### src/sv/mfk_coef_mem.sv
`timescale 1ns / 1ps
// ----------------------------------------------------------------------------
// mfk_coef_mem: coefficient table
// One normal and one skew coefficient per order, one write and one
// registered read port; per-entry valid bits make unwritten entries read zero.
// ----------------------------------------------------------------------------
module mfk_coef_mem #(
  parameter int DEPTH = 16,
  parameter int AW    = 4
) (
  input  logic          clk,
  input  logic          rst,
  input  logic          we,
  input  logic [AW-1:0] waddr,
  input  logic [63:0]   wnormal,
  input  logic [63:0]   wskew,
  input  logic [AW-1:0] raddr,
  output logic [63:0]   rnormal,
  output logic [63:0]   rskew
);

  logic [127:0]     mem [DEPTH];
  logic [DEPTH-1:0] valid;
  logic [127:0]     rdata;
  logic             rvalid;

  always_ff @(posedge clk) begin
    if (rst) begin
      valid <= '0;
    end else if (we) begin
      valid[waddr] <= 1'b1;
    end
  end

  always_ff @(posedge clk) begin
    if (we) begin
      mem[waddr] <= {wnormal, wskew};
    end
    rdata  <= mem[raddr];
    rvalid <= valid[raddr];
  end

  assign rnormal = rvalid ? rdata[127:64] : 64'd0;
  assign rskew   = rvalid ? rdata[63:0]   : 64'd0;

endmodule

### config.mk
export PLATFORM = sky130hd
export DESIGN_NAME = mfk_coef_mem
export DESIGN_NICKNAME = d
export VERILOG_FILES = /design/src/sv/mfk_coef_mem.sv
export SDC_FILE = /design/constraint.sdc
export NUM_CORES = 2
export LEC_CHECK = 0
export CAP_MARGIN = 5
export CORE_ASPECT_RATIO = 0.8
export CORE_MARGIN = 2
export CORE_UTILIZATION = 55
export CTS_CLUSTER_SIZE = 10
export DETAILED_ROUTE_END_ITERATION = 12
export DONT_BUFFER_PORTS = 1
export PLACE_DENSITY = 0.7
export SLEW_MARGIN = 20
export SYNTH_ARGS = -nofsm -noshare
export SYNTH_HDL_FRONTEND = slang
export SYNTH_SLANG_ARGS = --single-unit
### constraint.sdc
create_clock -name clk -period 14.05 [get_ports clk]
set_input_delay 2.81 -clock clk [delete_from_list [all_inputs] [get_ports clk]]
set_output_delay 2.81 -clock clk [all_outputs]
set_load 0.03 [all_outputs]
==> key figures <==
Status
  – Status: completed

GRT
  – Pin count of the biggest net entering global routing: 539
  – Vias in the first global route: 37500
  – Gr busiest metal: met2
  – Met3 Use GR: 4.80%
  – First-pass GRT wire length: 255 mm
  – GR Util met1: 34.0%
  – GRT met2 Usage: 36.2%
  – GRT Overall Usage: 23.3%
  – GRT overflow: 0
  – Initial antenna violation count: 5

Power and ir drop
  – Switch share: 20.3%
  – Gate power share: 3.9%
  – NetSw: 2.73 mW
  – Leakage Power: 28.4 nW
  – Pwr/cell area: 149 nW/µm²
  – Sequential share of power: 54.9%
  – P_int: 10.7 mW
  – Clock group share of total power: 41.2%
  – VDD IR max: 0.000118 V

Synth
  – Cell Area, Synth: 80900 µm²
  – Synth top area share: 76.0%
  – Register area share after synthesis: 79.6%
  – Synth warn: 0
  – Count leader, synth: edfxtp_1
  – Post-synth top area cell: edfxtp_1
  – Yosys cell types: 30
  – Commonest cells in the netlist: edfxtp_1 (2048), mux4_2 (472), a22oi_1 (218)
  – Post-synthesis instance total: 3593
  – Top_reg_cell synth: edfxtp_1
  – Top cells by area, synth: edfxtp_1 (76%), mux4_2 (13%), dfxtp_1 (3.6%)
  – #FFs+latches synth: 2193
  – Synthesized net count: 3732
  – Post-synth ARST share: 0%
  – Post-synth EDFFs: 2048
  – Avg Inst Size Synth: 22.5 µm²

Clock tree
  – CTS buffer count: 237
  – CTS H-tree lvls: 4
  – CTS root buf: clkbuf_16
  – Sink Count: 2193
  – Clock Latency Late Sink: 0.86 ns
  – Post_cts resized: 0
  – Clock slew at reported path FFs: 0.05 ns
  – CTS Buffer Depth: 3
  – CTS hold repair buffers: 0
  – CTS tree: yes
  – Post-CTS Setup Repair Bufs: 0

Timing
  – WHS: 0.466 ns
  – Setup Viol. Count Final: 0
  – Setup TNS: 0 ns
  – FMAX: 176 MHz
  – Slew HR: 10.6%
  – RSZ-0062 raised after global routing: no
  – Post-route clock period utilization: 40.4%
  – Slew Limit Fails: 0
  – Endpoints failing hold: 0
  – Final min period: 5.68 ns
  – Worst slew pin tran: 1.34 ns
  – Fin Clk Skew: 0.0330 ns

Setup path
  – Top delay family on crit path: buffers and inverters
  – WP data required: 14.75 ns
  – Worst-path cell chain: buf_16 > buf_16 > buf_16 > mux4_2 > a22oi_1 > nand2_1
  – Crit. End Element: register
  – Crit-path slowest cell: buf_16
  – Setup CP Type: in -> reg
  – Most frequent CP cell: buf_16
  – Critical path buffer and inverter count: 3
  – Setup crit start kind: input pin
  – Critical Path AT: 6.39 ns
  – CP peak stage delay: 0.79 ns
  – Instance count on the critical path: 6
  – R2r worst-path depth: 3
  – CP max FO: 172

Layout
  – P&R area growth vs syn: 11.2%
  – Number of fill cells: 9757
  – Share of cells above drive strength 1: 20.8%
  – Final instance area: 90000 µm²
  – Final net count: 3831
  – Register area: 64400 µm²
  – Area used by multi-input combinational logic: 15600 µm²

Placed design
  – GPL Wtd Cong: 0.729
  – Port buffer count: 0
  – Half-perimeter wire length after placement: 86.2 mm
  – Placed inst area: 82900 µm²

Routing
  – Total wire length: 173 mm
  – Antenna Violating Nets Remaining: 0
  – Initial DRC count: 4385
  – # DRC: 0
  – Wire length per cell: 29.5 µm
  – Vias per cell: 6.22
  – DR vias: 36500
  – DRT Pass-1 Iters: 6

Floorplan
  – Die span in x: 433 µm
  – # rows: 125
  – Die area: 150000 µm²
  – Total core area: 146000 µm²
  – Initial Util: 55.6%
  – Die height: 347 µm
  – # IOs: 267

Hold path
  – Worst Hold Depth: 2
  – Hold WC Path Type: reg -> reg

Run
  – Number of max-cap violations: 0
[path summary, 6_finish.rpt]
path / start / end / slack, ns
worst max-delay path: raddr[0] / rdata[56] / 8.37
worst min-delay path: valid[4] / valid[4] / 0.47
worst max register to register: mem[3][5] / rdata[5] / 12.33
worst min register to register: valid[4] / valid[4] / 0.47
[kinds of logic after synthesis]
logic type | after synthesis | synth area share, %
multiplexers | 567 | 14.3
buffers and inverters | 198 | 1.34
flip-flops | 2193 | 79.6
AND/OR/NAND/NOR | 323 | 2.00
AO/OA/AOI/OAI | 312 | 2.76
[flip-flops by register name (all words and copies together), names as in the netlist]
register  count
mem        2048
rdata       128
valid        16
rvalid        1
[power by group through the flow]
stage | Combinational (mW) | Clock (mW) | Sequential (mW)
final | 0.518 | 5.54 | 7.38
after global routing | 0.554 | 5.91 | 7.39
after CTS | 0.448 | 5.63 | 7.38
after detailed placement | 0.446 | 0 | 7.51
after global placement | 0.443 | 0 | 7.51
after floorplan | 0.423 | 0 | 7.48
[cell usage in the layout (no fill, tap or decap), types with 7 or more instances in the layout]
cell type  count
o211ai_1      19
a21oi_1       33
a211oi_1      19
nor2_1        33
nor2b_1       12
edfxtp_1    2048
dfxtp_1      144
o22ai_1       19
buf_12         7
and2_1       128
clkbuf_16    238
nor2_4        15
clkbuf_1     190
buf_16         7
mux2i_1       95
a22oi_1      218
mux4_2       472
nand2_1      113
buf_4         43
[worst min-delay path, cell delays in order, from the launching register on]
cell and delay [ns]:
dfxtp_1 0.32, nor2_1 0.04, nor2_1 0.07
[layout make-up]
class | count | share of cell area (%)
clock buffer | 429 | 7.43
timing repair buffer | 57 | 0.729
inverter | 1 | 0.00417
sequential | 2193 | 71.6
antenna | 2 | 0.00556
multi-input combinational | 1202 | 17.3
clock inverter | 13 | 0.203
tap | 1968 | 2.74
[routing by layer]
| layer | vias up | wire length, µm |
|---|---|---|
| met2 | 1555 | 83500 |
| met3 | 227 | 14400 |
| met1 | 19500 | 71700 |
| li1 | 15300 | - |
| met4 | 0 | 3190 |
| met5 | - | 0 |
[metrics by stage]
step | utilization (%) | std cells | setup slack [ns] | total power, mW
floorplan | - | 3593 | 1.26 | 7.91
global placement | 56.9 | 5413 | 8.13 | 7.95
detailed placement | 56.9 | 5413 | 8.07 | 7.96
CTS | 61.6 | 5855 | 8.35 | 13.5
global route | 61.8 | 5863 | 8.01 | 13.8
finish | 61.8 | 5865 | 8.37 | 13.4
(Power assumes the default switching activity.)
