$ cat src/sv/mfk_pkg.sv
`timescale 1ns / 1ps
// ----------------------------------------------------------------------------
// mfk_pkg: shared types, constants and the micro-program
// Holds the operation codes, the variable map of the working store, the
// request and response words of the shared arithmetic unit and the
// sequencer program that evaluates the fringe map.
// ----------------------------------------------------------------------------
package mfk_pkg;

  localparam int VAW  = 6;   // working store address width
  localparam int VDEP = 64;  // working store depth
  localparam int PCW  = 7;   // program counter width
  localparam int KW   = 6;   // scaling numerator magnitude width
  localparam int MW   = 8;   // scaling divisor width
  localparam int CFG_IW = 2;
  localparam int CFG_DW = 4;

  localparam logic [CFG_IW-1:0] CFG_EDGE_SIGN = 2'd0;
  localparam logic [CFG_IW-1:0] CFG_SKIP_DIP  = 2'd1;
  localparam logic [CFG_IW-1:0] CFG_TOP_ORDER = 2'd2;

  localparam logic CMD_LOAD  = 1'b0;
  localparam logic CMD_TRACK = 1'b1;

  typedef enum logic [3:0] {
    OP_LDIN, OP_LDCN, OP_LDCS, OP_ADD, OP_SUB, OP_NEG, OP_N48, OP_SELF,
    OP_MUL, OP_DIV, OP_SCLE, OP_SCLJ, OP_SCLP, OP_LOOP, OP_DONE
  } op_t;

  typedef enum logic [1:0] {CM_MUL, CM_DIV, CM_SCL} core_mode_t;

  typedef enum logic [2:0] {CS_IDLE, CS_MUL, CS_DIV, CS_RND, CS_FIN} core_state_t;

  typedef enum logic [2:0] {ST_IDLE, ST_READ, ST_EXEC, ST_WAIT, ST_DONE} seq_state_t;

  typedef struct packed {
    logic           start;
    core_mode_t     mode;
    logic [KW-1:0]  kmag;
    logic           kneg;
    logic [MW-1:0]  m;
  } core_req_t;

  typedef struct packed {
    logic done;
    logic fault;
  } core_rsp_t;

  typedef struct packed {
    op_t            op;
    logic [VAW-1:0] d;
    logic [VAW-1:0] a;
    logic [VAW-1:0] b;
  } instr_t;

  // Input selectors, carried in the a field of a load-input instruction.
  localparam logic [VAW-1:0] IN_X = 6'd0, IN_PX = 6'd1, IN_Y = 6'd2, IN_PY = 6'd3;
  localparam logic [VAW-1:0] IN_DL = 6'd4, IN_CT = 6'd5, IN_ONE = 6'd6, IN_ZERO = 6'd7;

  // Working store map.
  localparam logic [VAW-1:0] V_ZERO = 6'd0,  V_ONE = 6'd1,  V_X = 6'd2,   V_PX = 6'd3;
  localparam logic [VAW-1:0] V_Y = 6'd4,     V_PY = 6'd5,   V_DL = 6'd6,  V_CT = 6'd7;
  localparam logic [VAW-1:0] V_RX = 6'd8,    V_IX = 6'd9,   V_FX = 6'd10, V_FY = 6'd11;
  localparam logic [VAW-1:0] V_FXX = 6'd12,  V_FXY = 6'd13, V_FYX = 6'd14, V_FYY = 6'd15;
  localparam logic [VAW-1:0] V_BN = 6'd16,   V_AN = 6'd17,  V_DRX = 6'd18, V_DIX = 6'd19;
  localparam logic [VAW-1:0] V_U = 6'd20,    V_V = 6'd21,   V_DU = 6'd22, V_DV = 6'd23;
  localparam logic [VAW-1:0] V_DUX = 6'd24,  V_DVX = 6'd25, V_DUY = 6'd26, V_NV = 6'd27;
  localparam logic [VAW-1:0] V_NX = 6'd28,   V_NY = 6'd29,  V_T1 = 6'd30, V_T2 = 6'd31;
  localparam logic [VAW-1:0] V_DEL = 6'd32,  V_MA = 6'd33,  V_MB = 6'd34, V_MC = 6'd35;
  localparam logic [VAW-1:0] V_MD = 6'd36,   V_XO = 6'd37,  V_YO = 6'd38, V_DET = 6'd39;
  localparam logic [VAW-1:0] V_QX = 6'd40,   V_QY = 6'd41,  V_PXO = 6'd42, V_PYO = 6'd43;
  localparam logic [VAW-1:0] V_CTO = 6'd44;

  localparam int PROG_LEN = 118;
  localparam logic [PCW-1:0] LOOP_START = 7'd16;

  localparam instr_t PROG [PROG_LEN] = '{
    // set-up
    '{OP_LDIN, V_ONE, IN_ONE, V_ZERO},  '{OP_LDIN, V_ZERO, IN_ZERO, V_ZERO},
    '{OP_LDIN, V_X, IN_X, V_ZERO},      '{OP_LDIN, V_PX, IN_PX, V_ZERO},
    '{OP_LDIN, V_Y, IN_Y, V_ZERO},      '{OP_LDIN, V_PY, IN_PY, V_ZERO},
    '{OP_LDIN, V_DL, IN_DL, V_ZERO},    '{OP_LDIN, V_CT, IN_CT, V_ZERO},
    '{OP_LDIN, V_RX, IN_ONE, V_ZERO},   '{OP_LDIN, V_IX, IN_ZERO, V_ZERO},
    '{OP_LDIN, V_FX, IN_ZERO, V_ZERO},  '{OP_LDIN, V_FY, IN_ZERO, V_ZERO},
    '{OP_LDIN, V_FXX, IN_ZERO, V_ZERO}, '{OP_LDIN, V_FXY, IN_ZERO, V_ZERO},
    '{OP_LDIN, V_FYX, IN_ZERO, V_ZERO}, '{OP_LDIN, V_FYY, IN_ZERO, V_ZERO},
    // per-order body
    '{OP_LDCN, V_BN, V_ZERO, V_ZERO},   '{OP_LDCS, V_AN, V_ZERO, V_ZERO},
    '{OP_ADD, V_DRX, V_RX, V_ZERO},     '{OP_ADD, V_DIX, V_IX, V_ZERO},
    '{OP_MUL, V_T1, V_DRX, V_X},        '{OP_MUL, V_T2, V_DIX, V_Y},
    '{OP_SUB, V_RX, V_T1, V_T2},
    '{OP_MUL, V_T1, V_DRX, V_Y},        '{OP_MUL, V_T2, V_DIX, V_X},
    '{OP_ADD, V_IX, V_T1, V_T2},
    '{OP_MUL, V_T1, V_BN, V_RX},        '{OP_MUL, V_T2, V_AN, V_IX},
    '{OP_SUB, V_U, V_T1, V_T2},
    '{OP_MUL, V_T1, V_BN, V_IX},        '{OP_MUL, V_T2, V_AN, V_RX},
    '{OP_ADD, V_V, V_T1, V_T2},
    '{OP_MUL, V_T1, V_BN, V_DRX},       '{OP_MUL, V_T2, V_AN, V_DIX},
    '{OP_SUB, V_DU, V_T1, V_T2},
    '{OP_MUL, V_T1, V_BN, V_DIX},       '{OP_MUL, V_T2, V_AN, V_DRX},
    '{OP_ADD, V_DV, V_T1, V_T2},
    '{OP_SCLE, V_U, V_U, V_ZERO},       '{OP_SCLE, V_V, V_V, V_ZERO},
    '{OP_SCLE, V_DU, V_DU, V_ZERO},     '{OP_SCLE, V_DV, V_DV, V_ZERO},
    '{OP_SCLJ, V_DUX, V_DU, V_ZERO},    '{OP_SCLJ, V_DVX, V_DV, V_ZERO},
    '{OP_NEG, V_DUY, V_DVX, V_ZERO},
    '{OP_SCLP, V_NV, V_V, V_ZERO},      '{OP_SCLP, V_NX, V_X, V_ZERO},
    '{OP_SCLP, V_NY, V_Y, V_ZERO},
    '{OP_MUL, V_T1, V_U, V_X},          '{OP_MUL, V_T2, V_NV, V_Y},
    '{OP_ADD, V_T1, V_T1, V_T2},        '{OP_ADD, V_FX, V_FX, V_T1},
    '{OP_MUL, V_T1, V_U, V_Y},          '{OP_MUL, V_T2, V_NV, V_X},
    '{OP_SUB, V_T1, V_T1, V_T2},        '{OP_ADD, V_FY, V_FY, V_T1},
    '{OP_MUL, V_T1, V_DUX, V_X},        '{OP_ADD, V_T1, V_T1, V_U},
    '{OP_MUL, V_T2, V_NY, V_DVX},       '{OP_ADD, V_T1, V_T1, V_T2},
    '{OP_ADD, V_FXX, V_FXX, V_T1},
    '{OP_MUL, V_T1, V_DUY, V_X},        '{OP_ADD, V_T1, V_T1, V_NV},
    '{OP_MUL, V_T2, V_NY, V_DUX},       '{OP_ADD, V_T1, V_T1, V_T2},
    '{OP_ADD, V_FXY, V_FXY, V_T1},
    '{OP_MUL, V_T1, V_DUX, V_Y},        '{OP_SUB, V_T1, V_T1, V_NV},
    '{OP_MUL, V_T2, V_NX, V_DVX},       '{OP_SUB, V_T1, V_T1, V_T2},
    '{OP_ADD, V_FYX, V_FYX, V_T1},
    '{OP_MUL, V_T1, V_DUY, V_Y},        '{OP_ADD, V_T1, V_T1, V_U},
    '{OP_MUL, V_T2, V_NX, V_DUX},       '{OP_SUB, V_T1, V_T1, V_T2},
    '{OP_ADD, V_FYY, V_FYY, V_T1},
    '{OP_LOOP, V_ZERO, V_ZERO, V_ZERO},
    // closing map
    '{OP_ADD, V_T1, V_ONE, V_DL},       '{OP_DIV, V_DEL, V_ONE, V_T1},
    '{OP_MUL, V_T1, V_FXX, V_DEL},      '{OP_SUB, V_MA, V_ONE, V_T1},
    '{OP_MUL, V_T1, V_FYX, V_DEL},      '{OP_NEG, V_MB, V_T1, V_ZERO},
    '{OP_MUL, V_T1, V_FYY, V_DEL},      '{OP_SUB, V_MD, V_ONE, V_T1},
    '{OP_MUL, V_T1, V_FXY, V_DEL},      '{OP_NEG, V_MC, V_T1, V_ZERO},
    '{OP_MUL, V_T1, V_FX, V_DEL},       '{OP_SUB, V_T1, V_X, V_T1},
    '{OP_N48, V_XO, V_T1, V_ZERO},
    '{OP_MUL, V_T1, V_FY, V_DEL},       '{OP_SUB, V_T1, V_Y, V_T1},
    '{OP_N48, V_YO, V_T1, V_ZERO},
    '{OP_MUL, V_T1, V_MA, V_MD},        '{OP_MUL, V_T2, V_MB, V_MC},
    '{OP_SUB, V_DET, V_T1, V_T2},
    '{OP_MUL, V_T1, V_MD, V_PX},        '{OP_MUL, V_T2, V_MB, V_PY},
    '{OP_SUB, V_T1, V_T1, V_T2},        '{OP_DIV, V_T1, V_T1, V_DET},
    '{OP_N48, V_QX, V_T1, V_ZERO},
    '{OP_MUL, V_T1, V_MA, V_PY},        '{OP_MUL, V_T2, V_MC, V_PX},
    '{OP_SUB, V_T1, V_T1, V_T2},        '{OP_DIV, V_T1, V_T1, V_DET},
    '{OP_N48, V_QY, V_T1, V_ZERO},
    '{OP_SELF, V_PXO, V_PX, V_QX},      '{OP_SELF, V_PYO, V_PY, V_QY},
    '{OP_MUL, V_T1, V_PXO, V_FX},       '{OP_MUL, V_T2, V_PYO, V_FY},
    '{OP_ADD, V_T1, V_T1, V_T2},
    '{OP_MUL, V_T1, V_T1, V_DEL},       '{OP_MUL, V_T1, V_T1, V_DEL},
    '{OP_SUB, V_T1, V_CT, V_T1},        '{OP_N48, V_CTO, V_T1, V_ZERO},
    '{OP_SELF, V_PXO, V_PX, V_PXO},     '{OP_SELF, V_PYO, V_PY, V_PYO},
    '{OP_DONE, V_ZERO, V_ZERO, V_ZERO}
  };

endpackage

$ cat src/sv/mfk_var_mem.sv
`timescale 1ns / 1ps
// ----------------------------------------------------------------------------
// mfk_var_mem: working store
// Holds the particle coordinates and all intermediate terms; one write port
// and two registered read ports.
// ----------------------------------------------------------------------------
module mfk_var_mem (
  input  logic                clk,
  input  logic                we,
  input  logic [mfk_pkg::VAW-1:0] waddr,
  input  logic [63:0]         wdata,
  input  logic [mfk_pkg::VAW-1:0] raddr_a,
  input  logic [mfk_pkg::VAW-1:0] raddr_b,
  output logic [63:0]         rdata_a,
  output logic [63:0]         rdata_b
);
  import mfk_pkg::*;

  logic [63:0] mem [VDEP];

  always_ff @(posedge clk) begin
    if (we) begin
      mem[waddr] <= wdata;
    end
    rdata_a <= mem[raddr_a];
    rdata_b <= mem[raddr_b];
  end

endmodule

$ cat config.mk
export PLATFORM = sky130hd
export DESIGN_NAME = mfk_var_mem
export DESIGN_NICKNAME = d
export VERILOG_FILES = /design/src/sv/mfk_pkg.sv /design/src/sv/mfk_var_mem.sv
export SDC_FILE = /design/constraint.sdc
export NUM_CORES = 2
export LEC_CHECK = 0
export BUFFER_PORTS_ARGS = -buffer_cell sky130_fd_sc_hd__clkbuf_2
export CORE_UTILIZATION = 27
export DETAILED_ROUTE_END_ITERATION = 10
export PLACE_DENSITY = 0.5
export SLEW_MARGIN = 20
export SYNTH_ARGS = -nofsm -noshare
export SYNTH_HDL_FRONTEND = slang
export SYNTH_SLANG_ARGS = --single-unit
$ cat constraint.sdc
create_clock -name clk -period 9.4 [get_ports clk]
set_input_delay 1.88 -clock clk [delete_from_list [all_inputs] [get_ports clk]]
set_output_delay 1.88 -clock clk [all_outputs]
set_load 0.05 [all_outputs]
==> results.md <==
* Outcome: finished clean
* Row Count at 305
* R2R Path Start: mem[10][0]
* P_leak at 65.5 nW
* Main area contributors after synthesis: edfxtp_1 (65%), mux4_2 (24%), o22ai_1 (1.8%)
* CTS buffer count at 463
* Synthesis-to-layout area growth at 15.3%
* RSZ-0062 raised after global routing: false
* Drc violations at 0
* Maximum cell stage delay along the critical path at 0.68 ns
* Detail Placement HPWL at 437 mm
* Most common cell after layout, fill and taps aside: edfxtp_1
* Vias/cell at 5.86
* CP Capture Type: register
* Worst-Skew Late Latency at 1.07 ns
* Starting Density at 27.2%
* Worst Setup Start Kind: input pin
* Worst Reg-to-Reg Cells at 6
* Final Skew at 0.0752 ns
* Worst setup path end: rdata_b[31]
* Gates resized, CTS repair at 0
* Avg Cell Area, Syn at 21.2 sq um
* Total power at 43.4 mW
* Max-slew violation count at 0
* Worst setup margin at 4.30 ns
* Mapped cell area at 188000 sq um
* Clock buffer depth at 4
* IO Count at 212
* Sequential element share of the synthesized area at 66.9%
* Fin crit share at 54.3%
* Fmax at 196 MHz
* Clock Power Share at 42.8%
* Worst path arrival time at 6.14 ns
* Die height at 836 um
* CP Class: in -> reg
* Worst relative slew slack at 15.0%
* # nets final at 9234
* Root Buffer: clkbuf_16
* Final setup viols at 0
* Logic gate share of total power at 8.5%
* Post-DRT Antenna Nets at 0
* Internal Power at 32.7 mW
* Yosys top cell area share at 65.5%
* Synth Flop Type: edfxtp_1
* GRT Residual Overflow at 0
* Crit path time final at 5.10 ns
* Initial DRC count at 17800
* CTS tree: built
* PortBufs at 211
* Switching share of power at 24.6%
* Sequential share of power at 48.7%
* Seq cells post-synth at 4224
* Power density over the cells at 200 nW/um^2
* Post-CTS setup buffers at 0
* Hold_buf cts at 0
* Number of synthesized flops with an enable pin at 4096
* Largest net degree at the start of global routing at 107
* Core ar. at 691000 sq um
* Chip width at 836 um
* Worst-path cell chain: buf_8 > buf_4 > nor2_1 > buf_4 > nand2_4 > buf_4 > buf_4 > o22ai_1 > nor4_1 > o22a_1
* Most frequent cells in the layout: edfxtp_1 (4096), mux4_2 (2016), o22ai_1 (533), clkbuf_16 (467), buf_4 (334)
* Worst-path clk slew at 0.06 ns
* Post-synth cell types at 42
* Synth area leader: edfxtp_1
* CP max stage cell: nor4_1
* Initial antenna violation count at 113
* Total GRT Usage at 21.1%
* Actual slew at the worst max-slew pin at 1.28 ns
* Synth Instances at 8841
* # clock sinks at 4224
* Final hold viol count at 0
* R2r endpoint: rdata_a[0]
* Share of post-route cells with drive strength above 1 at 36.0%
* Place WS at 3.04 ns
* Post-Route WL at 763 mm
* Vias in the first global route at 112000
* Max-Cap Viols at 0
* Crit path from: raddr_b[2]
* R2R Setup Slk at 6.92 ns
* Die area at 699000 sq um
* Post-Syn Nets at 8925
* Worst path most repeated cell: buf_4
* Drt first pass iters at 5
* First-pass GRT wire length at 1020 mm
* GPL Wtd Cong at 0.819
* Via count at 110000
* HP Class: reg -> reg
* Switch Pwr at 10.7 mW
* Wire length per cell at 40.5 um
* Setup Total Neg Slack at 0 ns
* H-tree lvl count at 5
* WP data required at 10.44 ns
* Peak VDD IR at 168 uV
* Hold_ws at 0.889 ns
* CP max FO at 44
* Synth async-reset ratio at 0%
* Warnings from Yosys at 0
[sequential cells by signal, indices dropped and copies added, names as in the netlist]
register,flops
mem,4096
rdata_a,64
rdata_b,64
[layer usage]
| metal | track usage, % | up-vias | wire (um) |
|---|---|---|---|
| met4 | 9.33 | 20 | 40300 |
| met5 | 0 | - | 132 |
| met2 | 33.0 | 7514 | 349000 |
| met3 | 5.04 | 1579 | 82600 |
| met1 | 28.2 | 60800 | 291000 |
| li1 | - | 40400 | - |
[through the flow]
stage / util, % / cell area (sq um) / std cells
global route: 31.3 / 217000 / 18800
floorplan: - / 188000 / 8841
global placement: 29.0 / 201000 / 17900
finish: 31.3 / 217000 / 18800
CTS: 31.3 / 216000 / 18800
detailed placement: 29.1 / 201000 / 17900
[area by class of cell]
| cell class | count | area, sq um |
|---|---|---|
| antenna | 55 | 138 |
| clock buffer | 614 | 12600 |
| clock inverter | 260 | 2720 |
| fill | 65900 | 475000 |
| inverter | 1 | 6.26 |
| multi-input combinational | 3874 | 59200 |
| sequential | 4224 | 126000 |
| tap | 9210 | 11500 |
| timing repair buffer | 586 | 4930 |
[power groups by stage]
stage / sequential, mW / combinational, mW / clock [mW]
final: 21.1 / 3.69 / 18.6
after global routing: 21.1 / 3.81 / 19.5
after CTS: 21.2 / 3.68 / 18.8
after detailed placement: 21.6 / 3.68 / 0
after global placement: 21.6 / 3.63 / 0
after floorplan: 21.6 / 1.89 / 0
[cells in the mapped netlist (79+ instances only)]
library cell	instances
clkbuf_1	296
a221oi_1	134
dfxtp_1	128
a211oi_1	79
mux4_2	2016
buf_4	140
o22ai_1	533
a21oi_1	128
edfxtp_1	4096
a22o_1	136
nor2_1	164
mux2i_1	177
buf_2	242
[how the worst min path moves through the flow]
stage | startpoint | to | slack, ns | cells past startpoint
after floorplan | mem[2][15] | rdata_b[15] | 0.78 | 5
after global placement | mem[22][61] | rdata_a[61] | 0.88 | 3
after detailed placement | mem[30][55] | rdata_a[55] | 0.89 | 3
after CTS | mem[12][56] | rdata_a[56] | 0.90 | 3
after global routing | mem[5][56] | rdata_a[56] | 0.96 | 3
final | mem[12][56] | rdata_a[56] | 0.89 | 3
[cell families (layout without fill, tap and decap cells)]
logic type | Yosys count | in the layout | share of synthesized area (%)
AO/OA/AOI/OAI | 1247 | 1247 | 4.80
buffers and inverters | 743 | 1461 | 2.05
flip-flops | 4224 | 4224 | 66.9
multiplexers | 2209 | 2209 | 25.2
other | 0 | 55 | 0
AND/OR/NAND/NOR | 418 | 418 | 1.08
[critical path, delay by kind of cell]
| kind | cells | cell delay [ns] |
|---|---|---|
| buffers and inverters | 5 | 2.18 |
| AOI/OAI and AO/OA | 2 | 0.38 |
| and+or+nand+nor | 3 | 1.33 |
No activity file was read; power rests on OpenSTA's default activity.
