`src/sv/mfk_pkg.sv`:
```
`timescale 1ns / 1ps
// ----------------------------------------------------------------------------
// mfk_pkg: shared types, constants and the micro-program
// Holds the operation codes, the variable map of the working store, the
// request and response words of the shared arithmetic unit and the
// sequencer program that evaluates the fringe map.
// ----------------------------------------------------------------------------
package mfk_pkg;

  localparam int VAW  = 6;   // working store address width
  localparam int VDEP = 64;  // working store depth
  localparam int PCW  = 7;   // program counter width
  localparam int KW   = 6;   // scaling numerator magnitude width
  localparam int MW   = 8;   // scaling divisor width
  localparam int CFG_IW = 2;
  localparam int CFG_DW = 4;

  localparam logic [CFG_IW-1:0] CFG_EDGE_SIGN = 2'd0;
  localparam logic [CFG_IW-1:0] CFG_SKIP_DIP  = 2'd1;
  localparam logic [CFG_IW-1:0] CFG_TOP_ORDER = 2'd2;

  localparam logic CMD_LOAD  = 1'b0;
  localparam logic CMD_TRACK = 1'b1;

  typedef enum logic [3:0] {
    OP_LDIN, OP_LDCN, OP_LDCS, OP_ADD, OP_SUB, OP_NEG, OP_N48, OP_SELF,
    OP_MUL, OP_DIV, OP_SCLE, OP_SCLJ, OP_SCLP, OP_LOOP, OP_DONE
  } op_t;

  typedef enum logic [1:0] {CM_MUL, CM_DIV, CM_SCL} core_mode_t;

  typedef enum logic [2:0] {CS_IDLE, CS_MUL, CS_DIV, CS_RND, CS_FIN} core_state_t;

  typedef enum logic [2:0] {ST_IDLE, ST_READ, ST_EXEC, ST_WAIT, ST_DONE} seq_state_t;

  typedef struct packed {
    logic           start;
    core_mode_t     mode;
    logic [KW-1:0]  kmag;
    logic           kneg;
    logic [MW-1:0]  m;
  } core_req_t;

  typedef struct packed {
    logic done;
    logic fault;
  } core_rsp_t;

  typedef struct packed {
    op_t            op;
    logic [VAW-1:0] d;
    logic [VAW-1:0] a;
    logic [VAW-1:0] b;
  } instr_t;

  // Input selectors, carried in the a field of a load-input instruction.
  localparam logic [VAW-1:0] IN_X = 6'd0, IN_PX = 6'd1, IN_Y = 6'd2, IN_PY = 6'd3;
  localparam logic [VAW-1:0] IN_DL = 6'd4, IN_CT = 6'd5, IN_ONE = 6'd6, IN_ZERO = 6'd7;

  // Working store map.
  localparam logic [VAW-1:0] V_ZERO = 6'd0,  V_ONE = 6'd1,  V_X = 6'd2,   V_PX = 6'd3;
  localparam logic [VAW-1:0] V_Y = 6'd4,     V_PY = 6'd5,   V_DL = 6'd6,  V_CT = 6'd7;
  localparam logic [VAW-1:0] V_RX = 6'd8,    V_IX = 6'd9,   V_FX = 6'd10, V_FY = 6'd11;
  localparam logic [VAW-1:0] V_FXX = 6'd12,  V_FXY = 6'd13, V_FYX = 6'd14, V_FYY = 6'd15;
  localparam logic [VAW-1:0] V_BN = 6'd16,   V_AN = 6'd17,  V_DRX = 6'd18, V_DIX = 6'd19;
  localparam logic [VAW-1:0] V_U = 6'd20,    V_V = 6'd21,   V_DU = 6'd22, V_DV = 6'd23;
  localparam logic [VAW-1:0] V_DUX = 6'd24,  V_DVX = 6'd25, V_DUY = 6'd26, V_NV = 6'd27;
  localparam logic [VAW-1:0] V_NX = 6'd28,   V_NY = 6'd29,  V_T1 = 6'd30, V_T2 = 6'd31;
  localparam logic [VAW-1:0] V_DEL = 6'd32,  V_MA = 6'd33,  V_MB = 6'd34, V_MC = 6'd35;
  localparam logic [VAW-1:0] V_MD = 6'd36,   V_XO = 6'd37,  V_YO = 6'd38, V_DET = 6'd39;
  localparam logic [VAW-1:0] V_QX = 6'd40,   V_QY = 6'd41,  V_PXO = 6'd42, V_PYO = 6'd43;
  localparam logic [VAW-1:0] V_CTO = 6'd44;

  localparam int PROG_LEN = 118;
  localparam logic [PCW-1:0] LOOP_START = 7'd16;

  localparam instr_t PROG [PROG_LEN] = '{
    // set-up
    '{OP_LDIN, V_ONE, IN_ONE, V_ZERO},  '{OP_LDIN, V_ZERO, IN_ZERO, V_ZERO},
    '{OP_LDIN, V_X, IN_X, V_ZERO},      '{OP_LDIN, V_PX, IN_PX, V_ZERO},
    '{OP_LDIN, V_Y, IN_Y, V_ZERO},      '{OP_LDIN, V_PY, IN_PY, V_ZERO},
    '{OP_LDIN, V_DL, IN_DL, V_ZERO},    '{OP_LDIN, V_CT, IN_CT, V_ZERO},
    '{OP_LDIN, V_RX, IN_ONE, V_ZERO},   '{OP_LDIN, V_IX, IN_ZERO, V_ZERO},
    '{OP_LDIN, V_FX, IN_ZERO, V_ZERO},  '{OP_LDIN, V_FY, IN_ZERO, V_ZERO},
    '{OP_LDIN, V_FXX, IN_ZERO, V_ZERO}, '{OP_LDIN, V_FXY, IN_ZERO, V_ZERO},
    '{OP_LDIN, V_FYX, IN_ZERO, V_ZERO}, '{OP_LDIN, V_FYY, IN_ZERO, V_ZERO},
    // per-order body
    '{OP_LDCN, V_BN, V_ZERO, V_ZERO},   '{OP_LDCS, V_AN, V_ZERO, V_ZERO},
    '{OP_ADD, V_DRX, V_RX, V_ZERO},     '{OP_ADD, V_DIX, V_IX, V_ZERO},
    '{OP_MUL, V_T1, V_DRX, V_X},        '{OP_MUL, V_T2, V_DIX, V_Y},
    '{OP_SUB, V_RX, V_T1, V_T2},
    '{OP_MUL, V_T1, V_DRX, V_Y},        '{OP_MUL, V_T2, V_DIX, V_X},
    '{OP_ADD, V_IX, V_T1, V_T2},
    '{OP_MUL, V_T1, V_BN, V_RX},        '{OP_MUL, V_T2, V_AN, V_IX},
    '{OP_SUB, V_U, V_T1, V_T2},
    '{OP_MUL, V_T1, V_BN, V_IX},        '{OP_MUL, V_T2, V_AN, V_RX},
    '{OP_ADD, V_V, V_T1, V_T2},
    '{OP_MUL, V_T1, V_BN, V_DRX},       '{OP_MUL, V_T2, V_AN, V_DIX},
    '{OP_SUB, V_DU, V_T1, V_T2},
    '{OP_MUL, V_T1, V_BN, V_DIX},       '{OP_MUL, V_T2, V_AN, V_DRX},
    '{OP_ADD, V_DV, V_T1, V_T2},
    '{OP_SCLE, V_U, V_U, V_ZERO},       '{OP_SCLE, V_V, V_V, V_ZERO},
    '{OP_SCLE, V_DU, V_DU, V_ZERO},     '{OP_SCLE, V_DV, V_DV, V_ZERO},
    '{OP_SCLJ, V_DUX, V_DU, V_ZERO},    '{OP_SCLJ, V_DVX, V_DV, V_ZERO},
    '{OP_NEG, V_DUY, V_DVX, V_ZERO},
    '{OP_SCLP, V_NV, V_V, V_ZERO},      '{OP_SCLP, V_NX, V_X, V_ZERO},
    '{OP_SCLP, V_NY, V_Y, V_ZERO},
    '{OP_MUL, V_T1, V_U, V_X},          '{OP_MUL, V_T2, V_NV, V_Y},
    '{OP_ADD, V_T1, V_T1, V_T2},        '{OP_ADD, V_FX, V_FX, V_T1},
    '{OP_MUL, V_T1, V_U, V_Y},          '{OP_MUL, V_T2, V_NV, V_X},
    '{OP_SUB, V_T1, V_T1, V_T2},        '{OP_ADD, V_FY, V_FY, V_T1},
    '{OP_MUL, V_T1, V_DUX, V_X},        '{OP_ADD, V_T1, V_T1, V_U},
    '{OP_MUL, V_T2, V_NY, V_DVX},       '{OP_ADD, V_T1, V_T1, V_T2},
    '{OP_ADD, V_FXX, V_FXX, V_T1},
    '{OP_MUL, V_T1, V_DUY, V_X},        '{OP_ADD, V_T1, V_T1, V_NV},
    '{OP_MUL, V_T2, V_NY, V_DUX},       '{OP_ADD, V_T1, V_T1, V_T2},
    '{OP_ADD, V_FXY, V_FXY, V_T1},
    '{OP_MUL, V_T1, V_DUX, V_Y},        '{OP_SUB, V_T1, V_T1, V_NV},
    '{OP_MUL, V_T2, V_NX, V_DVX},       '{OP_SUB, V_T1, V_T1, V_T2},
    '{OP_ADD, V_FYX, V_FYX, V_T1},
    '{OP_MUL, V_T1, V_DUY, V_Y},        '{OP_ADD, V_T1, V_T1, V_U},
    '{OP_MUL, V_T2, V_NX, V_DUX},       '{OP_SUB, V_T1, V_T1, V_T2},
    '{OP_ADD, V_FYY, V_FYY, V_T1},
    '{OP_LOOP, V_ZERO, V_ZERO, V_ZERO},
    // closing map
    '{OP_ADD, V_T1, V_ONE, V_DL},       '{OP_DIV, V_DEL, V_ONE, V_T1},
    '{OP_MUL, V_T1, V_FXX, V_DEL},      '{OP_SUB, V_MA, V_ONE, V_T1},
    '{OP_MUL, V_T1, V_FYX, V_DEL},      '{OP_NEG, V_MB, V_T1, V_ZERO},
    '{OP_MUL, V_T1, V_FYY, V_DEL},      '{OP_SUB, V_MD, V_ONE, V_T1},
    '{OP_MUL, V_T1, V_FXY, V_DEL},      '{OP_NEG, V_MC, V_T1, V_ZERO},
    '{OP_MUL, V_T1, V_FX, V_DEL},       '{OP_SUB, V_T1, V_X, V_T1},
    '{OP_N48, V_XO, V_T1, V_ZERO},
    '{OP_MUL, V_T1, V_FY, V_DEL},       '{OP_SUB, V_T1, V_Y, V_T1},
    '{OP_N48, V_YO, V_T1, V_ZERO},
    '{OP_MUL, V_T1, V_MA, V_MD},        '{OP_MUL, V_T2, V_MB, V_MC},
    '{OP_SUB, V_DET, V_T1, V_T2},
    '{OP_MUL, V_T1, V_MD, V_PX},        '{OP_MUL, V_T2, V_MB, V_PY},
    '{OP_SUB, V_T1, V_T1, V_T2},        '{OP_DIV, V_T1, V_T1, V_DET},
    '{OP_N48, V_QX, V_T1, V_ZERO},
    '{OP_MUL, V_T1, V_MA, V_PY},        '{OP_MUL, V_T2, V_MC, V_PX},
    '{OP_SUB, V_T1, V_T1, V_T2},        '{OP_DIV, V_T1, V_T1, V_DET},
    '{OP_N48, V_QY, V_T1, V_ZERO},
    '{OP_SELF, V_PXO, V_PX, V_QX},      '{OP_SELF, V_PYO, V_PY, V_QY},
    '{OP_MUL, V_T1, V_PXO, V_FX},       '{OP_MUL, V_T2, V_PYO, V_FY},
    '{OP_ADD, V_T1, V_T1, V_T2},
    '{OP_MUL, V_T1, V_T1, V_DEL},       '{OP_MUL, V_T1, V_T1, V_DEL},
    '{OP_SUB, V_T1, V_CT, V_T1},        '{OP_N48, V_CTO, V_T1, V_ZERO},
    '{OP_SELF, V_PXO, V_PX, V_PXO},     '{OP_SELF, V_PYO, V_PY, V_PYO},
    '{OP_DONE, V_ZERO, V_ZERO, V_ZERO}
  };

endpackage

```
`src/sv/mfk_core.sv`:
```
`timescale 1ns / 1ps
// ----------------------------------------------------------------------------
// mfk_core: shared multiply-divide unit
// Computes round(|a|*|b'|/d) with sign, ties away from zero, saturated to
// 64 bits: a 32x32 multiplier over four partial products, then a shift or a
// bit-serial restoring divider.
// ----------------------------------------------------------------------------
module mfk_core #(
  parameter int FRAC_BITS = 40
) (
  input  logic                clk,
  input  logic                rst,
  input  mfk_pkg::core_req_t  req,
  input  logic [63:0]         op_a,
  input  logic [63:0]         op_b,
  output logic [63:0]         result,
  output mfk_pkg::core_rsp_t  rsp
);
  import mfk_pkg::*;

  localparam logic [63:0] ONE = 64'd1 << FRAC_BITS;

  core_state_t  state, state_next;
  logic [63:0]  ua, ub, ud, rem, pp;
  logic [127:0] acc, quo, acc_sum, pp_sh;
  logic [1:0]   pp_code;
  logic [2:0]   step;
  logic [6:0]   cnt;
  logic         neg, is_mul, dz, done_r, fault_r;
  logic         div_zero_req, ge, rnd, sat;
  logic [64:0]  rem65;
  logic [63:0]  lim, magv;
  logic [31:0]  a_part, b_part;

  function automatic logic [63:0] mag(input logic [63:0] v);
    return v[63] ? 64'd0 - v : v;
  endfunction

  assign div_zero_req = (req.mode == CM_DIV) && (op_b == 64'd0);
  assign a_part  = step[1] ? ua[63:32] : ua[31:0];
  assign b_part  = step[0] ? ub[63:32] : ub[31:0];

  always_comb begin
    unique case (pp_code)
      2'd0:    pp_sh = {64'd0, pp};
      2'd3:    pp_sh = {pp, 64'd0};
      default: pp_sh = {32'd0, pp, 32'd0};
    endcase
  end

  assign acc_sum = acc + pp_sh;
  assign rem65   = {rem, quo[127]};
  assign ge      = rem65 >= {1'b0, ud};
  assign rnd     = rem >= (ud - rem);
  assign lim     = neg ? 64'h8000_0000_0000_0000 : 64'h7FFF_FFFF_FFFF_FFFF;
  assign sat     = (quo[127:64] != 64'd0) || (quo[63:0] > lim);
  assign magv    = sat ? lim : quo[63:0];

  always_comb begin
    state_next = state;
    unique case (state)
      CS_IDLE: if (req.start) state_next = div_zero_req ? CS_FIN : CS_MUL;
      CS_MUL:  if (step == 3'd4) state_next = (is_mul || ud == 64'd1) ? CS_RND : CS_DIV;
      CS_DIV:  if (cnt == 7'd127) state_next = CS_RND;
      CS_RND:  state_next = CS_FIN;
      CS_FIN:  state_next = CS_IDLE;
      default: state_next = CS_IDLE;
    endcase
  end

  always_ff @(posedge clk) begin
    if (rst) begin
      state  <= CS_IDLE;
      done_r <= 1'b0;
    end else begin
      state  <= state_next;
      done_r <= (state == CS_FIN);
    end
  end

  always_ff @(posedge clk) begin
    unique case (state)
      CS_IDLE: begin
        if (req.start) begin
          ua     <= mag(op_a);
          step   <= 3'd0;
          acc    <= '0;
          quo    <= '0;
          rem    <= '0;
          dz     <= div_zero_req;
          is_mul <= (req.mode == CM_MUL);
          unique case (req.mode)
            CM_MUL: begin
              ub  <= mag(op_b);
              ud  <= ONE;
              neg <= op_a[63] ^ op_b[63];
            end
            CM_DIV: begin
              ub  <= ONE;
              ud  <= mag(op_b);
              neg <= op_a[63] ^ op_b[63];
            end
            default: begin
              ub  <= 64'(req.kmag);
              ud  <= 64'(req.m);
              neg <= op_a[63] ^ req.kneg;
            end
          endcase
        end
      end
      CS_MUL: begin
        pp      <= a_part * b_part;
        pp_code <= step[1:0];
        step    <= step + 3'd1;
        if (step != 3'd0) begin
          acc <= acc_sum;
        end
        if (step == 3'd4) begin
          cnt <= 7'd0;
          if (is_mul) begin
            quo <= acc_sum >> FRAC_BITS;
            rem <= 64'(acc_sum[FRAC_BITS-1:0]);
          end else begin
            quo <= acc_sum;
            rem <= 64'd0;
          end
        end
      end
      CS_DIV: begin
        rem <= ge ? 64'(rem65 - {1'b0, ud}) : rem65[63:0];
        quo <= {quo[126:0], ge};
        cnt <= cnt + 7'd1;
      end
      CS_RND: begin
        quo <= quo + 128'(rnd);
      end
      CS_FIN: begin
        if (dz) begin
          result  <= 64'd0;
          fault_r <= 1'b1;
        end else begin
          result  <= neg ? 64'd0 - magv : magv;
          fault_r <= sat;
        end
      end
      default: ;
    endcase
  end

  assign rsp = '{done: done_r, fault: fault_r};

endmodule

```
`config.mk`:
```
export PLATFORM = sky130hd
export DESIGN_NAME = mfk_core
export DESIGN_NICKNAME = d
export VERILOG_FILES = /design/src/sv/mfk_pkg.sv /design/src/sv/mfk_core.sv
export SDC_FILE = /design/constraint.sdc
export NUM_CORES = 2
export LEC_CHECK = 0
export BUFFER_PORTS_ARGS = -buffer_cell sky130_fd_sc_hd__clkbuf_2
export CAP_MARGIN = 20
export CORE_MARGIN = 2
export CORE_UTILIZATION = 55
export CTS_CLUSTER_DIAMETER = 150
export CTS_CLUSTER_SIZE = 25
export DETAILED_ROUTE_END_ITERATION = 16
export MAX_ROUTING_LAYER = met4
export PLACE_DENSITY = 0.72
export SYNTH_ARGS = -nofsm -noshare
export SYNTH_HDL_FRONTEND = slang
export SYNTH_SLANG_ARGS = --single-unit
```
`constraint.sdc`:
```
create_clock -name clk -period 15.26 [get_ports clk]
set_input_delay 1.526 -clock clk [delete_from_list [all_inputs] [get_ports clk]]
set_output_delay 1.526 -clock clk [all_outputs]
set_load 0.01 [all_outputs]
```
==> results_dict.tcl <==
set metrics [dict create \
    outcome "complete, no violations" \
    final.setup.worst_slack_ns 4.60 \
    viasPerCell 6.39 \
    setup_tns_ns 0 \
    synth_top_family_by_area "adder cells" \
    synth-compound-area-share 0.151 \
    fin_crit_sh 0.698 \
    grt_start_max_net_pins 129 \
    fmax_ghz 0.0938 \
    synthToLayoutAreaGrowth_pct 4.45 \
    clkLatencyLatePin_ns 0.69 \
    timing.max_slew.rel_slack 0.142 \
    synth_edf_count 656 \
    cts_root_buf "clkbuf_16" \
    grt_pass1_vias 74900 \
    min_path_type "reg2reg" \
    drtPass1Iterations 12 \
    cp_common_cell "ha_1" \
    synth.distinct_cells 95 \
    ys_seq_area_frac 0.229 \
    nNetsFinal 11400 \
    die_y_microns 400 \
    avgSynthCellArea_sq_um 8.74 \
    crit_path_max_incr_delay_ns 0.69 \
    crit_type "reg2reg" \
    cp.arrival_ns 11.07 \
    core_area_sq_um 156000 \
    synth_mux_area_frac 0.0224 \
    ys_warn_count 0 \
    required_ns 15.67 \
    tightest_slew_ns 1.28 \
    vias 75600 \
    hold_violations 0 \
    rsz0062_at_grt "false" \
    drc 0 \
    ys_ff_latch 660 \
    cp_slowest_cell "nor2_1" \
    dieArea_sq_um 160000 \
    wl_mm 322 \
    cts_tree "done" \
    netlist_instances 9895 \
    synth_ff_type "edfxtp_1" \
    cts_setup_buffers 0 \
    dp.final_hpwl_mm 257 \
    grt_pass1_wl_mm 477 \
    synthesis.area_sq_um 86400 \
    clkTransAtPathRegs_ns 0.12 \
    synthAdderAreaFrac 0.303 \
    routabilityCongestion 1.04 \
    end_kind "flip-flop" \
    initial_core_util 0.553 \
    placed_cell_area_sq_um 89200 \
    hold_depth 1 \
    clock-sinks 660 \
    cts_buffers 35 \
    cap_violations 0 \
    synthSimpleGateAreaFrac 0.171 \
    io_pins 214 \
    syn_nets 11600 \
    io_buffers 213 \
    fin_area_sq_um 90300 \
    cts_max_level 2 \
    die_w_microns 400 \
    setup_viol 0 \
    ant_nets 0 \
    drt_iter0_markers 8554 \
    finalMaxSlewViolations 0 \
    synth-xor-area-share 0.0499 \
    min_period_ns 10.66 \
    cts-resized-gates 0 \
    fp-row-count 145 \
    ctsHoldBuffers 0 \
    drive_gt1_frac 0.0603 \
    dp_slack_ns 4.93 \
    antenna_found_initial 9 \
    cts_buffer_depth 3 \
    r2r.worst_path.cells 38 \
    postSynth.asyncResetShare 0 \
    crit_path_start_kind "flip-flop" \
    groute.usage.overall 0.408 \
    routedWlPerCell_microns 27.2 \
    worst_hold_slack_ns 0.612 \
    fin_skew_ns 0.0504 \
    overflow 0 \
    path_max_fanout 8 \
]
synth_stat cells (15+ instances only):
cell type	count	area share
xnor2_1	273	0.028
a21boi_0	18	0.0016
o21ai_0	515	0.030
inv_1	1128	0.049
a21o_1	252	0.022
edfxtp_1	656	0.23
o41ai_1	30	0.0030
o211ai_1	48	0.0042
clkbuf_1	491	0.021
o221ai_1	31	0.0031
or2_2	30	0.0022
fa_1	899	0.21
mux2_2	82	0.011
nor4_1	77	0.0056
or4_1	27	0.0023
a22o_1	38	0.0038
ha_1	655	0.095
mux2i_1	101	0.012
a211oi_1	44	0.0038
a221oi_1	17	0.0017
a222oi_1	16	0.0019
and2_1	126	0.0091
nand2b_1	74	0.0054
a32oi_1	30	0.0030
a2111oi_0	15	0.0015
o21bai_1	60	0.0052
nand2_1	1167	0.051
nand3_1	160	0.0093
a31oi_1	52	0.0038
xor2_1	220	0.022
o21a_1	62	0.0054
nor2b_1	55	0.0040
a311oi_1	17	0.0017
or3_1	64	0.0046
o22ai_1	41	0.0030
nor2_1	1095	0.048
a21oi_1	515	0.030
nand4_1	154	0.011
o31ai_1	85	0.0074
and3_1	55	0.0040
buf_1	26	0.0011
nor3_1	151	0.0087
a22oi_1	49	0.0043
worst paths after layout:
kind | from | to | slack, ns
hold reg to reg | cnt[0] | cnt[0] | 0.61
hold / removal | cnt[0] | cnt[0] | 0.61
setup / recovery | ud[0] | quo[124] | 4.60
setup reg to reg | ud[0] | quo[124] | 4.60
registers in the layout, indices dropped and copies added (netlist names):
signal and count:
result 64, ud 64, fault_r 1, pp 64, is_mul 1, cnt 7, pp_code 2, step 3
ub 64, neg 1, acc 128, rem 64, ua 64, state 3, done_r 1, quo 128
dz 1
stage by stage:
stage,utilization,instances
6_report,0.578,11800
5_1_grt,0.578,11800
4_1_cts,0.578,11800
3_5_place_dp,0.571,11800
3_3_place_gp,0.571,11800
2_1_floorplan,-,9895
metal layers:
layer | track usage | wire length, microns | vias to the layer above
li1 | - | - | 33400
met1 | 0.504 | 124000 | 37100
met2 | 0.639 | 147000 | 4129
met3 | 0.0710 | 28700 | 957
met4 | 0.221 | 22400 | 0
met5 | - | 0 | -
layout make-up:
class,count,area (sq um)
clock buffer,41,898
inverter,1131,4260
clock inverter,10,155
fill,14000,65900
multi-input combinational,7564,60500
antenna,17,42.5
tap,2058,2570
timing repair buffer,350,2110
sequential,660,19800
critical path: cells and delay by family (launching register included):
kind	cells	cell delay, ns
AND/OR/NAND/NOR	16	4.76
AO/OA/AOI/OAI	13	3.36
adder cells (fa/ha/maj)	5	1.39
flip-flops	1	0.44
XOR/XNOR	2	0.25
buffers and inverters	2	0.16
cell families after synthesis:
| family | after synthesis |
|---|---|
| muxes | 183 |
| adders and majority gates | 1554 |
| buffers and inverters | 1671 |
| xor gates and xnor gates | 493 |
| AOI/OAI and AO/OA | 2034 |
| DFF | 660 |
| and+or+nand+nor | 3300 |
cells in the final DEF (no fill, tap or decap), types with 78 or more instances in the layout:
master / synthesis / layout
xnor2_1: 273 / 273
a21oi_1: 515 / 514
nand3_1: 160 / 160
ha_1: 655 / 654
clkbuf_2: 0 / 213
xor2_1: 220 / 220
nand4_1: 154 / 154
mux2_2: 82 / 82
o31ai_1: 85 / 85
and2_1: 126 / 125
o21ai_0: 515 / 514
nor2_1: 1095 / 1092
edfxtp_1: 656 / 656
inv_1: 1128 / 1125
nand2_1: 1167 / 1165
a21o_1: 252 / 252
nor3_1: 151 / 150
fa_1: 899 / 899
mux2i_1: 101 / 78
buf_4: 5 / 135
Power is left out: the tool's default activity adds up to more than one toggle a clock period on the data nets, which glitch-free logic cannot reach.
